## config.mk

```make
export PLATFORM = sky130hd
export DESIGN_NAME = base64_stream_decoder
export DESIGN_NICKNAME = d
export VERILOG_FILES = /design/src/b64dec_pkg.sv /design/src/base64_stream_decoder.sv
export SDC_FILE = /design/constraint.sdc
export NUM_CORES = 1
export LEC_CHECK = 0
export BUFFER_PORTS_ARGS = -buffer_cell sky130_fd_sc_hd__buf_2
export CAP_MARGIN = 10
export CORE_MARGIN = 1
export CORE_UTILIZATION = 67
export CTS_BUF_LIST = sky130_fd_sc_hd__clkbuf_8 sky130_fd_sc_hd__clkbuf_16
export DETAILED_ROUTE_END_ITERATION = 7
export PLACE_DENSITY = 0.86
export REMOVE_ABC_BUFFERS = 1
export SYNTH_ARGS = -nofsm -noshare
export SYNTH_HDL_FRONTEND = slang
export SYNTH_SLANG_ARGS = --single-unit
```

## constraint.sdc

```tcl
create_clock -name clock -period 6.86 [get_ports clock]
set_input_delay 0.343 -clock clock [delete_from_list [all_inputs] [get_ports clock]]
set_output_delay 0.343 -clock clock [all_outputs]
set_load 0.005 [all_outputs]
```

## src/b64dec_pkg.sv

```systemverilog
// ----------------------------------------------------------------------------
// b64dec_pkg
// Shared types, character codes and the alphabet lookup for the Base64 decoder
// ----------------------------------------------------------------------------
`default_nettype none

package b64dec_pkg;

   // result kinds carried on the response channel
   typedef enum logic [1:0] {
      KIND_DATA = 2'd0,
      KIND_OK   = 2'd1,
      KIND_ERR  = 2'd2
   } kind_type;

   localparam logic [7:0] CHAR_PAD   = 8'h3D;
   localparam logic [7:0] CHAR_SPACE = 8'h20;
   localparam logic [7:0] CHAR_TAB   = 8'h09;
   localparam logic [7:0] CHAR_CR    = 8'h0D;
   localparam logic [7:0] CHAR_LF    = 8'h0A;

   // lookup result: flag for bytes outside the alphabet, plus the 6-bit value
   typedef struct packed {
      logic       bad;
      logic [5:0] value;
   } sextet_type;

   function automatic sextet_type sextet_of(input logic [7:0] c);
      sextet_type s;
      logic [7:0] t;
      s.bad   = 1'b0;
      s.value = 6'd0;
      t       = 8'd0;
      if (c >= 8'h41 && c <= 8'h5A) begin
         t = c - 8'h41;
      end else if (c >= 8'h61 && c <= 8'h7A) begin
         t = c - 8'h61 + 8'd26;
      end else if (c >= 8'h30 && c <= 8'h39) begin
         t = c - 8'h30 + 8'd52;
      end else if (c == 8'h2B) begin
         t = 8'd62;
      end else if (c == 8'h2F) begin
         t = 8'd63;
      end else begin
         s.bad = 1'b1;
      end
      s.value = t[5:0];
      return s;
   endfunction

   function automatic logic is_blank(input logic [7:0] c);
      return (c == CHAR_SPACE) || (c == CHAR_TAB) || (c == CHAR_CR) || (c == CHAR_LF);
   endfunction

endpackage

`default_nettype wire

```

## src/base64_stream_decoder.sv

```systemverilog
// a character accepted at an edge is decoded from the input register in the next
//   cycle and its results go into the result register and out on rsp_*; further
//   results of the same transaction follow one per cycle while rsp_ready is high
// throughput: one character per cycle unless it has results and the result
//   register is busy; a transaction with k results (up to four) keeps the single
//   result register until all k are taken; transactions without results pass
// reset: synchronous, clears group count, error flag and all valid flags
// ----------------------------------------------------------------------------
// base64_stream_decoder
// Decodes a Base64 character stream (standard alphabet) into bytes and a
// per-message status result
// ----------------------------------------------------------------------------
`default_nettype none

module base64_stream_decoder
   import b64dec_pkg::*;
(
   input  wire logic       clock,
   input  wire logic       reset,
   // character input
   input  wire logic       req_valid,
   output logic            req_ready,
   input  wire logic [7:0] req_character,
   input  wire logic       req_char_present,
   input  wire logic       req_end_of_message,
   // decoded output
   output logic            rsp_valid,
   input  wire logic       rsp_ready,
   output logic [7:0]      rsp_data_byte,
   output logic [1:0]      rsp_kind,
   output logic            rsp_last_of_run
);

   // input register
   logic       in_valid_ff, in_valid_in;
   logic [7:0] in_char_ff;
   logic       in_present_ff;
   logic       in_end_ff;

   // decoder state
   logic [7:0] held_ff [3];
   logic [1:0] count_ff, count_in;
   logic       err_ff, err_in;

   // result register: up to three data bytes then an optional status
   logic       pend_valid_ff, pend_valid_in;
   logic [7:0] pend_byte_ff [3];
   logic [1:0] pend_data_cnt_ff;
   logic [2:0] pend_total_ff;
   logic [1:0] pend_idx_ff, pend_idx_in;
   kind_type   pend_status_ff;

   // decode of the registered character
   sextet_type s0, s1, s2, s3;
   logic       take, pad2, pad3, grp_bad;
   logic [1:0] grp_n;
   logic [1:0] data_cnt;
   logic       has_status;
   logic [2:0] total;
   kind_type   status_kind;
   logic [7:0] b0, b1, b2;
   logic       consume, pend_last, pend_free;

   always_comb begin
      // whitespace and bytes after an error are dropped
      take = in_present_ff && !err_ff && !is_blank(in_char_ff);
      s0   = sextet_of(held_ff[0]);
      s1   = sextet_of(held_ff[1]);
      s2   = sextet_of(held_ff[2]);
      s3   = sextet_of(in_char_ff);
      pad3 = (in_char_ff == CHAR_PAD);
      pad2 = (held_ff[2] == CHAR_PAD);

      // group check: padding decides how many bytes the group gives
      if (pad3 && pad2) begin
         grp_bad = s0.bad || s1.bad;
         grp_n   = 2'd1;
      end else if (pad3) begin
         grp_bad = s0.bad || s1.bad || s2.bad;
         grp_n   = 2'd2;
      end else begin
         grp_bad = s0.bad || s1.bad || s2.bad || s3.bad;
         grp_n   = 2'd3;
      end

      b0 = {s0.value, s1.value[5:4]};
      b1 = {s1.value[3:0], s2.value[5:2]};
      b2 = {s2.value[1:0], s3.value};

      // next state and result count
      count_in = count_ff;
      err_in   = err_ff;
      data_cnt = 2'd0;
      if (take) begin
         if (count_ff != 2'd3) begin
            count_in = count_ff + 2'd1;
         end else begin
            count_in = 2'd0;
            if (grp_bad) begin
               err_in = 1'b1;
            end else begin
               data_cnt = grp_n;
            end
         end
      end

      // end marker closes the message after any data bytes
      has_status  = in_end_ff;
      status_kind = (err_in || count_in != 2'd0) ? KIND_ERR : KIND_OK;
      if (in_end_ff) begin
         count_in = 2'd0;
         err_in   = 1'b0;
      end

      total = {1'b0, data_cnt} + {2'b00, has_status};
   end

   // handshake between the input register and the result register
   always_comb begin
      pend_last = ({1'b0, pend_idx_ff} + 3'd1) == pend_total_ff;
      pend_free = !pend_valid_ff || (pend_last && rsp_ready);
      // items that give no result pass even while results are draining
      consume   = in_valid_ff && ((total == 3'd0) || pend_free);
      req_ready = !in_valid_ff || consume;

      in_valid_in = req_valid ? 1'b1 : (in_valid_ff && !consume);

      pend_valid_in = pend_valid_ff;
      pend_idx_in   = pend_idx_ff;
      if (pend_valid_ff && rsp_ready) begin
         if (pend_last) begin
            pend_valid_in = 1'b0;
         end else begin
            pend_idx_in = pend_idx_ff + 2'd1;
         end
      end
      if (consume && total != 3'd0) begin
         pend_valid_in = 1'b1;
         pend_idx_in   = 2'd0;
      end
   end

   // control registers
   always_ff @(posedge clock) begin
      if (reset) begin
         in_valid_ff   <= 1'b0;
         count_ff      <= 2'd0;
         err_ff        <= 1'b0;
         pend_valid_ff <= 1'b0;
         pend_idx_ff   <= 2'd0;
      end else begin
         in_valid_ff   <= in_valid_in;
         pend_valid_ff <= pend_valid_in;
         pend_idx_ff   <= pend_idx_in;
         if (consume) begin
            count_ff <= count_in;
            err_ff   <= err_in;
         end
      end
   end

   // payload registers
   always_ff @(posedge clock) begin
      if (req_ready && req_valid) begin
         in_char_ff    <= req_character;
         in_present_ff <= req_char_present;
         in_end_ff     <= req_end_of_message;
      end
      if (consume && take && count_ff != 2'd3) begin
         held_ff[count_ff] <= in_char_ff;
      end
      if (consume && total != 3'd0) begin
         pend_byte_ff[0]  <= b0;
         pend_byte_ff[1]  <= b1;
         pend_byte_ff[2]  <= b2;
         pend_data_cnt_ff <= data_cnt;
         pend_total_ff    <= total;
         pend_status_ff   <= status_kind;
      end
   end

   // output select: data bytes first, status last
   always_comb begin
      rsp_valid       = pend_valid_ff;
      rsp_last_of_run = pend_last;
      if (pend_idx_ff < pend_data_cnt_ff) begin
         rsp_kind = KIND_DATA;
         case (pend_idx_ff)
            2'd0:    rsp_data_byte = pend_byte_ff[0];
            2'd1:    rsp_data_byte = pend_byte_ff[1];
            default: rsp_data_byte = pend_byte_ff[2];
         endcase
      end else begin
         rsp_kind      = pend_status_ff;
         rsp_data_byte = 8'd0;
      end
   end

   // a held result set is never empty and the index stays inside it
   a_pend_nonempty: assert property (@(posedge clock) disable iff (reset)
      pend_valid_ff |-> (pend_total_ff != 3'd0 && {1'b0, pend_idx_ff} < pend_total_ff))
      else $error("result register holds an empty or overrun set");

   // a consumed end marker leaves a clean message state
   a_end_clears: assert property (@(posedge clock) disable iff (reset)
      (consume && in_end_ff) |=> (count_ff == 2'd0 && !err_ff))
      else $error("end marker did not clear decoder state");

   // new results are loaded only when the register is free
   a_no_overwrite: assert property (@(posedge clock) disable iff (reset)
      (consume && total != 3'd0) |-> pend_free)
      else $error("result register overwritten before drained");

   // a status result is always the last of its set
   a_status_last: assert property (@(posedge clock) disable iff (reset)
      (pend_valid_ff && rsp_kind != KIND_DATA) |-> pend_last)
      else $error("status result not last of its set");

endmodule

`default_nettype wire

```

# Yosys cells after proc, flatten, opt, wreduce, memory -nomap -nowiden
# Memories as Yosys holds them, arrays and structs flattened.
# Index checks and enable logic that the tools add are counted.
# word_totals
mem_bits_rw	48
n_memories	2
regBits	24
wordCells	193
out_inout_bits	13
inputBits	14
# mem_list
memory	depth	word_bits	read_ports	rd_clocked_by_memory_dff	write_ports	line_no	text
held_ff	3	8	3	0	1	base64_stream_decoder.sv:41	logic [7:0] held_ff [3];
pend_byte_ff	3	8	3	0	3	base64_stream_decoder.sv:47	logic [7:0] pend_byte_ff [3];
# classes
addsub	24
n_mux	66
eq_ne	17
n_lt_le_gt_ge	25
reduce_logical	47
bitwise_logic	1
# op_table
cell	n
2-to-1 mux 6 bit	20
== test 8 x 6 -> 1 bit (second input constant)	11
>= comparator 8 x 7 -> 1 bit (second input constant)	8
<= comparator 8 x 7 -> 1 bit (second input constant)	8
subtractor 6 bit (second input constant)	8
2-to-1 mux 1 bit	35
>= comparator 8 x 6 -> 1 bit (second input constant)	4
<= comparator 8 x 6 -> 1 bit (second input constant)	4
adder 6 x 5 -> 6 bit (second input constant)	4
adder 6 bit (second input constant)	4
== test 8 x 4 -> 1 bit (second input constant)	3
subtractor 6 x 1 -> 6 bit (second input constant)	4
logical AND 1 bit	23
2-to-1 mux 2 bit	9
one-hot mux 8 bit (2 select lines)	1
logical OR 1 bit	10
2-to-1 mux 8 bit	1
nonzero test 2 bit	3
logical NOT 1 bit	5
adder 2 x 1 -> 2 bit (second input constant)	2
AND reduction 2 bit	2
adder 2 x 1 -> 3 bit	1
adder 2 x 1 -> 3 bit (second input constant)	1
== test 3 bit	1
8 further kinds	8

# Longest topological paths before layout
# An unclocked memory read counts as a cell.
# depth
ltp_word	23
depth_mapped	17
ltp_nobuf	15

# Worst setup path before layout
# No wires, ideal clock.
# synth_path
path_type	flip-flop to flip-flop
startpoint	memory held_ff[1][2]
endpoint	memory pend_byte_ff[0][0], enable pin
path_stages_with_launch	16
n_path_buf	2
setup_time_ps	426
setup_slack_ps	2199
t_required_ps	6434
arrival_time_ps	4236
path_cell_list	edfxtp_1 -> clkbuf_1 -> inv_1 -> ha_1 -> a21o_1 -> a31o_1 -> or3_1 -> buf_2 -> nand2_2 -> o221ai_1 -> nor3_1 -> ha_1 -> ha_1 -> nor3_1 -> nand2b_1 -> nor2b_1
# synth_rtl
item	line_no
from (decl)	base64_stream_decoder.sv:41
to (decl)	base64_stream_decoder.sv:47

==> qor.yml <==
synth.distinct_cells: 81
slew_viol_final: 0
synth.top_cells.by_count: "edfxtp_1 (65), ha_1 (49), nand2_1 (48)"
cap_violations: 0
wl_mm: 11.67
h-tree-depth: 3
rows: 31
synth.avg_cell_area_um2: 10.05
drtIter0Drc: 438
area_growth_pct: 7.938
crit_slowest_cell: "a211oi_1"
fin_tns_setup_ns: 0
grt_max_degree: 34
power.density_nw_per_um2: 166.9
hp-class: "primary input to flip-flop"
clk_pin_slew_ns: 0.07
final_antenna_net_count: 0
drive_gt1_frac: 0.1259
worstSetupEndpointType: "flip-flop"
hold_violations: 0
die_y_um: 88.76
r2r_setup_slack_ns: 2.28
yosysSeqAreaShare: 0.4148
synth_xor_area_frac: 0.02605
synth_cells: 502
rsz0062_at_grt: "false"
leakage_uw: 0.002068
crit_path_start: "held_ff[0][2]$_DFFE_PP_"
finalNetCount: 590
critPathLaunchType: "flip-flop"
wire_per_inst_um: 18.49
floorplan.initialDensity: 0.6954
cts_buffers: 9
synth_top_family_by_area: "compound AO/OA/AOI/OAI gates"
min-delay-start: "req_char_present"
synth_compound_area_frac: 0.2099
synth_edf_count: 65
yosys.area.top_type_share: 0.3870
yosys.area.top_type: "edfxtp_1"
cts_tree: "done"
postCtsHoldBufs: 0
clockBufferDepth: 2
required_ns: 6.86
synth_area_um2: 5044
cp_cell_sequence: "inv_1, ha_1, a21boi_0, mux2_2, a211oi_1, o221ai_1, nor4_1, ha_1, nor3_1, o21a_2, nand2_1, nor2_1, and2_1"
period_share: 0.6670
io_buffers: 26
root_buffer: "clkbuf_8"
synth-simple-area-share: 0.1818
dp_hpwl_mm: 8.482
diodes: 0
dieArea_um2: 7878
synth-async-reset-ratio: 0
cts_resized: 0
path_class: "flip-flop to flip-flop"
synthMuxAreaShare: 0.01017
viasPerCell: 6.578
slew_headroom: 0.3506
synth_ff_type: "edfxtp_1"
cp_common_cell: "ha_1"
worstSkewPairLatency_ns: 0.34
critPathMaxStageDelay_ns: 0.58
crit_end: "held_ff[1][1]$_DFFE_PP_"
register_area_um2: 2092
setup_violations: 0
globalplace.congestion: 0.9844
fillCellCount: 492
outcome: "finished, final reports clean"
dieWidth_um: 88.76
grt_use_total: 0.3088
layout_min_cycle_time_ns: 4.575
first_pass_iters: 5
synth_seq_cells: 72
yosysMostFrequentCell: "edfxtp_1"
ir_drop_v: 0.0001562
drc: 0
clock-sinks: 72
synth_area_leaders: "edfxtp_1 (39%), ha_1 (12%), a21oi_1 (3.7%)"
vias: 4151
synth_fa_ha_area_frac: 0.1216
io_pins: 27
grt_pass1_wl_mm: 18.26
crit_fanout: 10
multiInputGateArea_um2: 2774
skew_ns: 0.01267
whs_ns: 0.1806
post-cts-setup-buffer-count: 0
worst_slew_pin_slew_ns: 0.9610
r2r_start: "held_ff[0][2]$_DFFE_PP_"
reg2reg_depth: 13
antenna_found_initial: 0
core_um2: 7253
yosysWarnings: 0
fmax_mhz: 218.6
overflow: 0
grt_pass1_vias: 3857
worstPathArrival_ns: 4.58
worstReg2RegEnd: "held_ff[1][1]$_DFFE_PP_"
[kinds of logic (layout without fill, tap and decap cells)]
logic type | after synthesis | count (layout)
AND/OR/NAND/NOR | 169 | 169
AO/OA/AOI/OAI | 146 | 146
flip-flops | 72 | 72
adder cells (fa/ha/maj) | 49 | 49
buffers and inverters | 46 | 76
XOR/XNOR | 15 | 15
multiplexers | 5 | 5
[flip-flops by register name, summed over array words and instances (netlist names)]
signal,count
in_char_ff,8
in_present_ff,1
count_ff,2
pend_data_cnt_ff,2
err_ff,1
held_ff,24
in_valid_ff,1
has_status,1
pend_byte_ff,24
pend_status_ff,2
rsp_valid,1
pend_idx_ff,2
pend_total_ff,3
[how the worst min path moves through the flow]
stage,end,slack (ns),depth (start not counted)
6_report,in_present_ff$_DFFE_PP_,0.18,1
5_1_grt,in_char_ff[5]$_DFFE_PP_,0.16,1
4_1_cts,in_char_ff[2]$_DFFE_PP_,0.17,1
3_5_place_dp,count_ff[1]$_SDFFE_PP0N_,0.51,2
3_3_place_gp,count_ff[1]$_SDFFE_PP0N_,0.51,2
2_1_floorplan,count_ff[0]$_SDFFE_PP0N_,0.41,1
[critical path, delay by kind of cell (launching register included)]
family,cells,cell delay [ns]
AO/OA/AOI/OAI,4,1.21
flip-flops,1,0.54
AND/OR/NAND/NOR,5,1.44
buffers and inverters,1,0.23
multiplexers,1,0.27
adder cells (fa/ha/maj),2,0.56
[layout by cell type (no fill, tap or decap), types with 6 or more instances in the layout]
cell type	Yosys	routed
edfxtp_1	65	65
ha_1	49	49
nand2_1	48	48
a21oi_1	37	37
inv_1	31	32
nor2_1	28	28
buf_2	3	26
o21ai_0	22	22
a22oi_1	12	12
nor2b_1	13	12
nor3_1	11	11
nand2b_1	11	11
nand3_1	10	10
clkbuf_8	0	9
xnor2_1	8	8
xor2_1	7	7
and2_1	7	7
dfxtp_1	7	7
a211oi_1	6	6
a32oi_1	6	6
[metrics by stage]
| step | instance area, um2 | utilization | power, uW | std cells | worst slack (ns) |
|---|---|---|---|---|---|
| after floorplan | 4984 | - | 567.1 | 488 | 2.010 |
| final | 5444 | 0.7506 | 908.4 | 631 | 2.285 |
| after global placement | 5255 | 0.7245 | 593.8 | 615 | 2.589 |
| after global routing | 5444 | 0.7506 | 939.0 | 631 | 1.999 |
| after CTS | 5444 | 0.7506 | 909.8 | 631 | 2.368 |
| after detailed placement | 5255 | 0.7245 | 597.5 | 615 | 2.411 |
[per-layer routing]
layer / wire length [um] / share of wire / up-vias / GRT usage
met5: 0 / 0 / - / 0
met4: 344 / 0.029 / 0 / 0.1217
met3: 884 / 0.076 / 44 / 0.06810
met2: 5597 / 0.48 / 224 / 0.5189
met1: 4843 / 0.42 / 1945 / 0.3890
li1: - / - / 1938 / -
[final cells by class]
class                      instances  share of cell area
multi-input combinational        384              0.5095
tap                               99             0.02275
sequential                        72              0.3843
clock buffer                       9             0.02275
inverter                          32             0.02206
clock inverter                     7             0.01195
timing repair buffer              28             0.02666
[power by group]
| group | internal (uW) | leakage (uW) | total [uW] | switching, uW |
|---|---|---|---|---|
| clock network | 165 | 0.000100 | 318 | 153 |
| logic | 33.4 | 0.00131 | 81.4 | 47.9 |
| registers | 492 | 0.000655 | 509 | 17.7 |
Note: power is estimated with default switching activity, not from simulation.
